--- config.mk ---
export PLATFORM = sky130hd
export DESIGN_NAME = exchange_sorter_flat
export DESIGN_NICKNAME = d
export VERILOG_FILES = /design/src/exs_pkg.sv /design/src/exs_if.sv /design/src/exs_cell.sv /design/src/exchange_sorter.sv /design/src/flat_wrapper.sv
export SDC_FILE = /design/constraint.sdc
export NUM_CORES = 2
export LEC_CHECK = 0
export BUFFER_PORTS_ARGS = -buffer_cell sky130_fd_sc_hd__buf_2
export CORE_MARGIN = 4
export CORE_UTILIZATION = 56
export DETAILED_ROUTE_END_ITERATION = 8
export HOLD_SLACK_MARGIN = 0.08
export PLACE_DENSITY = 0.82
export SKIP_LAST_GASP = 1
export SYNTH_ARGS = -nofsm -noshare
export SYNTH_HDL_FRONTEND = slang
export SYNTH_HIERARCHICAL = 1
export SYNTH_SLANG_ARGS = --single-unit
--- constraint.sdc ---
create_clock -name clk -period 26.8 [get_ports clk]
set_input_delay 1.34 -clock clk [delete_from_list [all_inputs] [get_ports clk]]
set_output_delay 1.34 -clock clk [all_outputs]
set_load 0.1 [all_outputs]
--- src/exs_pkg.sv ---
// shared types for the exchange sorter
package exs_pkg;

  // per-cycle command broadcast to every cell of the chain
  typedef struct packed {
    logic insert;  // place the broadcast value into the sorted chain
    logic shift;   // move every cell one step toward the head
  } exs_ctrl_t;

  // sequencer states, one-hot
  typedef enum logic [1:0] {
    ST_LOAD  = 2'b01,
    ST_DRAIN = 2'b10
  } exs_state_t;

endpackage

--- src/exs_if.sv ---
// stream interfaces for list input and sorted output
interface exs_in_if #(
  parameter int DATA_WIDTH = 16
);
  logic                         valid;
  logic                         ready;
  logic signed [DATA_WIDTH-1:0] value;
  logic                         is_last;

  modport source (output valid, output value, output is_last, input ready);
  modport sink   (input valid, input value, input is_last, output ready);
endinterface

interface exs_out_if #(
  parameter int DATA_WIDTH = 16
);
  logic                         valid;
  logic                         ready;
  logic signed [DATA_WIDTH-1:0] sorted_value;
  logic                         is_final;
  logic                         overflowed;

  modport source (output valid, output sorted_value, output is_final, output overflowed,
                  input ready);
  modport sink   (input valid, input sorted_value, input is_final, input overflowed,
                  output ready);
endinterface

--- src/exs_cell.sv ---
// one compare cell of the insertion chain
module exs_cell
  import exs_pkg::*;
#(
  parameter int DATA_WIDTH = 16
) (
  input  logic                         clk,
  input  logic                         rst,
  input  exs_ctrl_t                    ctrl,
  input  logic signed [DATA_WIDTH-1:0] new_value,
  input  logic signed [DATA_WIDTH-1:0] left_data,
  input  logic                         left_valid,
  input  logic                         left_gt,
  input  logic signed [DATA_WIDTH-1:0] right_data,
  input  logic                         right_valid,
  output logic signed [DATA_WIDTH-1:0] data,
  output logic                         valid,
  output logic                         gt
);

  // empty cells behave as +infinity
  assign gt = !valid || (data > new_value);

  always_ff @(posedge clk) begin
    if (ctrl.shift) begin
      data <= right_data;
    end else if (ctrl.insert && gt) begin
      data <= left_gt ? left_data : new_value;
    end
  end

  always_ff @(posedge clk) begin
    if (rst) begin
      valid <= 1'b0;
    end else if (ctrl.shift) begin
      valid <= right_valid;
    end else if (ctrl.insert && gt) begin
      valid <= left_gt ? left_valid : 1'b1;
    end
  end

endmodule

--- src/exchange_sorter.sv ---
// exchange_sorter: insertion chain of compare cells, emits each list in ascending order
// loading takes one element per cycle with no stall; the list is emitted one value per
// cycle while results.ready is high, starting the cycle after the last element, n results
// for an n-element list with n <= MAX_LEN; while results drain no new element is accepted
// reset empties the chain and clears the overflow flag; cell data is not reset
module exchange_sorter
  import exs_pkg::*;
#(
  parameter int MAX_LEN    = 64,
  parameter int DATA_WIDTH = 16
) (
  input  logic      clk,
  input  logic      rst,
  exs_in_if.sink    items,
  exs_out_if.source results
);

  exs_state_t state;
  exs_state_t state_next;
  logic       overflow;
  exs_ctrl_t  ctrl;

  logic signed [DATA_WIDTH-1:0] cell_data  [MAX_LEN];
  logic                         cell_valid [MAX_LEN];
  logic                         cell_gt    [MAX_LEN];

  logic in_take;
  logic out_take;
  logic full;
  logic final_item;

  // the chain is full once its tail cell holds an element
  assign full       = cell_valid[MAX_LEN-1];
  assign final_item = !cell_valid[1];

  assign items.ready = (state == ST_LOAD);
  assign in_take     = items.valid && items.ready;

  // head cell feeds the output directly
  assign results.valid        = (state == ST_DRAIN) && cell_valid[0];
  assign results.sorted_value = cell_data[0];
  assign results.is_final     = final_item;
  assign results.overflowed   = overflow;
  assign out_take             = results.valid && results.ready;

  // an element arriving at a full chain is dropped
  assign ctrl.insert = in_take && !full;
  assign ctrl.shift  = out_take;

  always_comb begin
    state_next = state;
    unique case (state)
      ST_LOAD: begin
        if (in_take && items.is_last) begin
          state_next = ST_DRAIN;
        end
      end
      ST_DRAIN: begin
        if (out_take && final_item) begin
          state_next = ST_LOAD;
        end
      end
      default: state_next = ST_LOAD;
    endcase
  end

  always_ff @(posedge clk) begin
    if (rst) begin
      state    <= ST_LOAD;
      overflow <= 1'b0;
    end else begin
      state <= state_next;
      if (out_take && final_item) begin
        overflow <= 1'b0;
      end else if (in_take && full) begin
        overflow <= 1'b1;
      end
    end
  end

  // row of cells: each sees its left neighbor for insertion shifts
  // and its right neighbor for draining toward the head
  for (genvar i = 0; i < MAX_LEN; i++) begin : g_cell
    logic signed [DATA_WIDTH-1:0] l_data;
    logic                         l_valid;
    logic                         l_gt;
    logic signed [DATA_WIDTH-1:0] r_data;
    logic                         r_valid;

    if (i == 0) begin : g_head
      assign l_data  = '0;
      assign l_valid = 1'b0;
      assign l_gt    = 1'b0;
    end else begin : g_body
      assign l_data  = cell_data[i-1];
      assign l_valid = cell_valid[i-1];
      assign l_gt    = cell_gt[i-1];
    end

    if (i == MAX_LEN - 1) begin : g_tail
      assign r_data  = '0;
      assign r_valid = 1'b0;
    end else begin : g_mid
      assign r_data  = cell_data[i+1];
      assign r_valid = cell_valid[i+1];
    end

    exs_cell #(
      .DATA_WIDTH(DATA_WIDTH)
    ) u_cell (
      .clk        (clk),
      .rst        (rst),
      .ctrl       (ctrl),
      .new_value  (items.value),
      .left_data  (l_data),
      .left_valid (l_valid),
      .left_gt    (l_gt),
      .right_data (r_data),
      .right_valid(r_valid),
      .data       (cell_data[i]),
      .valid      (cell_valid[i]),
      .gt         (cell_gt[i])
    );
  end

endmodule
--- src/flat_wrapper.sv ---
// flat-port wrapper written by rule: the top's interface ports become plain ports
module exchange_sorter_flat import exs_pkg::*;
#(
  parameter int MAX_LEN    = 64,
  parameter int DATA_WIDTH = 16
)
  (clk, rst, items_valid, items_value, items_is_last, items_ready, results_valid, results_sorted_value, results_is_final, results_overflowed, results_ready);
  exs_in_if #(.DATA_WIDTH(DATA_WIDTH)) items_i ();
  exs_out_if #(.DATA_WIDTH(DATA_WIDTH)) results_i ();
  input  logic clk;
  input  logic rst;
  input wire logic [$bits(items_i.valid)-1:0] items_valid;
  input wire logic [$bits(items_i.value)-1:0] items_value;
  input wire logic [$bits(items_i.is_last)-1:0] items_is_last;
  output wire logic [$bits(items_i.ready)-1:0] items_ready;
  output wire logic [$bits(results_i.valid)-1:0] results_valid;
  output wire logic [$bits(results_i.sorted_value)-1:0] results_sorted_value;
  output wire logic [$bits(results_i.is_final)-1:0] results_is_final;
  output wire logic [$bits(results_i.overflowed)-1:0] results_overflowed;
  input wire logic [$bits(results_i.ready)-1:0] results_ready;
  assign items_i.valid = items_valid;
  assign items_i.value = items_value;
  assign items_i.is_last = items_is_last;
  assign items_ready = items_i.ready;
  assign results_valid = results_i.valid;
  assign results_sorted_value = results_i.sorted_value;
  assign results_is_final = results_i.is_final;
  assign results_overflowed = results_i.overflowed;
  assign results_i.ready = results_ready;
  exchange_sorter #(.MAX_LEN(MAX_LEN), .DATA_WIDTH(DATA_WIDTH)) u_core (.clk(clk), .rst(rst), .items(items_i), .results(results_i));
endmodule
After elaboration in Yosys (flattened, before gate mapping):

Cells that the tools add are included.

* register bits: 1091

* eq/ne operators: 4
* multiplexer cells: 381
* reductions and logical operators: 265
* order comparisons: 64

Operator list (number)
* 16-bit two-way mux: 189
* 16-bit greater-than comparator: 64
* 1-bit two-way mux: 189
* 2-bit nonzero test: 63
* 1-bit logical AND: 71
* 1-bit zero test: 64
* 1-bit logical OR: 64
* 2-bit two-way mux: 2
* 2-bit != test, second input constant: 2
* 2-bit case mux with 2 select lines: 1
* 2-bit OR reduction: 2
* 2-bit by 1-bit equality test with 1-bit output, second input constant: 1
* 2-bit equality test, second input constant: 1
* 2-bit AND reduction: 1

Longest topological paths before layout:

* depth in word-level cells: 6
* depth in mapped cells: 11
* depth with buffers taken out: 10

By module:

Netlist, hierarchy kept.

By module, submodules not included
* exs_cell (u_core.g_cell[0].u_cell ...): times used 51, area an instance 1327.5 sq um, cells each 138
* exs_cell (u_core.g_cell[56].u_cell ...): times used 13, area an instance 1305.0 sq um, cells each 135
* exchange_sorter: times used 1, area an instance 160.2 sq um, cells each 18

Worst setup path before layout:

Ideal clock, no wire load.

* kind: input to register
* start: in items_valid
* end: reg u_core.g_cell[0].u_cell.data[0], enable pin
* stages on the path: 4
* path buffers: 0
* setup time: 414 ps
* data required time: 26386 ps
* data arrival time: 9310 ps
* slack: 17076 ps
* path through: and3b_2 -> nor2b_1 -> inv_1 -> o31ai_1

RTL lines
* from (decl): RTL line flat_wrapper.sv:12 `input wire logic [$bits(items_i.valid)-1:0] items_valid;`
* to (signal assigned): RTL line exs_cell.sv:26 `data <= right_data;`
* to (signal assigned): RTL line exs_cell.sv:28 `data <= left_gt ? left_data : new_value;`
* to (decl): RTL line exs_cell.sv:16 `output logic signed [DATA_WIDTH-1:0] data,`

==> impl_metrics.yaml <==
grt:
  grt_use_total_pct: 28.8
  grt_max_degree: 259
  busiest_layer: "met2"
  globalRouteMet1Util_pct: 37.8
  grt_pass1_vias: 70000
  grtUsageMet2_pct: 48.0
  grt_first_pass_wirelength_mm: 372
  antenna_found_initial: 1
  grt_remaining_overflow: 0
  use_met3_pct: 4.03
route:
  drt-total-wl_mm: 235
  vias: 69600
  wl_per_cell_um: 21.6
  drt-initial-drc-count: 7937
  first_pass_iters: 8
  vias_per_cell: 6.41
  ant_nets: 0
  drc_errors: 0
layout:
  stdcell_count: 10900
  n_antenna_cell: 0
  drive_gt1_share_pct: 8.46
  area_delta_synth_final_pct: 7.96
  fin_nets: 9801
  final_util_pct: 61.0
  fillerInstances: 11600
clock_tree:
  cts_setup_buffers: 0
  root_buffer: "clkbuf_16"
  cts_resized: 0
  htree_levels: 3
  ctsHoldBuffers: 0
  clockBufferDepth: 3
  cts_tree: "done"
  clk_latency_ns: 0.76
  clkTransAtPathRegs_ns: 0.06
  clock_sinks: 1091
  cts_buffers: 117
floorplan:
  ios: 41
  die_area_sq_um: 158000
  dieWidth_um: 397
  die_y_um: 397
  start_util_pct: 56.5
  rows: 142
  core_area_sq_um: 150000
synthesis:
  synth_top_area_share_pct: 36.2
  synth.distinct_cells: 44
  synth.area.top_cells: "edfxtp_1 36%, ha_1 15%, mux2i_1 12%, o21ai_0 6.7%, nand2_1 5.5%"
  postSynthAreaPerCell_sq_um: 9.63
  ys_warn_count: 6
  ys_ff_latch: 1091
  yosys.area.top_type: "edfxtp_1"
  syn_area_sq_um: 84800
  syn_inst: 8811
  ys_seq_area_share_pct: 37.8
sta:
  min_period_ns: 6.19
  holdWs_ns: 0.576
  final.setup_skew_ns: 0.0316
  tightest_slew_ns: 1.32
  hold_viol: 0
  drv_slew: 0
  finalCritPeriodShare_pct: 23.1
  setup_viol: 0
  fin_setup_tns_ns: 0
  grt_setup_unrepaired: "no"
  slew_headroom_pct: 11.3
  fmax_mhz: 162
worst_setup_path:
  cp-start-kind: "flop"
  crit_chain: "and3_4 > buf_4 > buf_4 > buf_4 > buf_4 > inv_1 > o31ai_2 > buf_4"
  critPathArrivalTime_ns: 6.63
  end_kind: "flop"
  critPathSlowestCell: "and3_4"
  critPathRequiredTime_ns: 27.24
  crit_buf_inv: 6
  cpPeakStageDelay_ns: 1.01
  worst-path-max-fanout: 125
  worstSetupPathType: "flop to flop"
  critPathTopFamily: "buffers and inverters"
  r2r_slack_ns: 20.61
  crit_top_cell: "buf_4"
power:
  finalPower_uw: 5910
  p_per_area_nw_per_um2: 64.6
  power.leakage_uw: 0.0434
  ir_worst_vdd_mv: 0.0550
outcome:
  status: "complete, no violations"
place:
  portBuffers: 40
  routabilityCongestion: 0.894
  place_hpwl_mm: 163
  dp.cells: 10700
job:
  drv_cap: 0
worst_hold_path:
  hp-class: "flop to flop"
==> cell type report <==
cell class	instances	area, sq um	area share, %
Clock buffer	158	3240	3.53
Multi-Input combinational cell	6179	47200	51.5
Sequential cell	1091	32100	35.0
Timing Repair Buffer	163	1220	1.33
Clock inverter	61	831	0.907
Inverter	1204	4520	4.93
Tap cell	2016	2520	2.75
==> worst paths after layout <==
path / startpoint / cells past startpoint / to
min reg2reg: u_core/g_cell[63].u_cell/data[11] / 2 / u_core/g_cell[62].u_cell/data[11]
min: u_core/g_cell[63].u_cell/data[11] / 2 / u_core/g_cell[62].u_cell/data[11]
max: u_core/g_cell[0].u_cell/valid / 8 / u_core/g_cell[28].u_cell/data[3]
max reg2reg: u_core/g_cell[0].u_cell/valid / 8 / u_core/g_cell[28].u_cell/data[3]
==> per-stage QoR <==
stage	cell area (sq um)	worst slack, ns
after global routing	91600	20.19
after detailed placement	87500	20.24
after global placement	87500	20.33
after floorplan	85000	17.08
after CTS	91600	20.78
final	91600	20.61
==> cells in the mapped netlist <==
cell type / instances
and3_4: 1
o21ai_0: 1140
o22ai_1: 13
a21o_1: 65
a211oi_2: 14
o22a_1: 51
and3b_2: 1
o41a_1: 51
nand2b_1: 51
a21boi_2: 13
nand4_2: 51
nand4_1: 192
nor2b_4: 51
nor4_2: 51
buf_2: 128
o2bb2ai_1: 51
dfxtp_1: 67
o311a_1: 51
conb_1: 1
clkbuf_1: 243
a311oi_2: 13
nor4_1: 64
and3_1: 13
nor2b_1: 15
o2111ai_1: 13
a21o_2: 13
o211ai_2: 51
nand2_1: 1244
nor2_1: 128
ha_1: 1024
inv_1: 1204
o31ai_1: 51
a211oi_1: 13
edfxtp_1: 1024
and2b_2: 1
mux2i_1: 1024
a21oi_1: 411
o21ai_1: 13
o211ai_1: 13
or2b_1: 51
o21a_1: 77
a2111oi_2: 51
and2_2: 1
o311a_4: 13
==> tightest hold or removal path, delay by kind of cell, from the launching register on <==
kind | cells | cell delay (ns)
flops | 1 | 0.35
simple gates | 1 | 0.06
compound gates | 1 | 0.06
==> layer usage <==
layer	part of all wire [%]	vias up
met5	0.0030	-
met4	3.9	2
met3	8.5	735
met2	47	3610
met1	40	33600
li1	-	31700
==> power breakdown <==
part | total [uW] | switching [uW] | internal, uW
Sequential | 2570 | 303 | 2260
Combinational | 1590 | 945 | 649
Clock | 1750 | 716 | 1030
==> cell usage in the layout, fill, tap and decap left out, drive strengths merged, types with 2 or more instances in the layout <==
master,synthesis,layout
conb,1,35
o41a,51,51
clkinv,0,37
o21a,77,77
o211ai,64,64
o22a,51,51
bufinv,0,20
buf,128,163
o21ai,1153,1153
nor2b,66,66
or2b,51,51
nand4,243,243
a21boi,13,13
o2bb2ai,51,51
edfxtp,1024,1024
mux2i,1024,1024
a211oi,27,27
a21o,78,78
o2111ai,13,13
o22ai,13,13
nor2,128,128
clkbuf,243,158
and3,14,14
nor4,115,115
a2111oi,51,51
nand2,1244,1244
clkinvlp,0,2
nand2b,51,51
a21oi,411,411
inv,1204,1206
a311oi,13,13
dfxtp,67,67
o31ai,51,51
ha,1024,1024
o311a,64,64
==> sequential cells by signal (all words and copies together) (netlist names) <==
register / count
u_core/g_cell.u_cell/valid: 64
u_core/g_cell.u_cell/data: 1024
u_core/results.overflowed: 1
u_core/state: 2
==> cells by family (layout without fill, tap and decap cells) <==
family                   Yosys count  count (layout)  share of synthesized area [%]
flip-flops                      1091            1091                           37.8
AND/OR/NAND/NOR                 1915            1915                           11.4
adder cells (fa/ha/maj)         1024            1024                           15.1
buffers and inverters           1575            1586                           7.16
other                              1              35                        0.00442
AO/OA/AOI/OAI                   2181            2181                           16.5
multiplexers                    1024            1024                           12.1
Note: power is estimated with default switching activity, not from simulation.
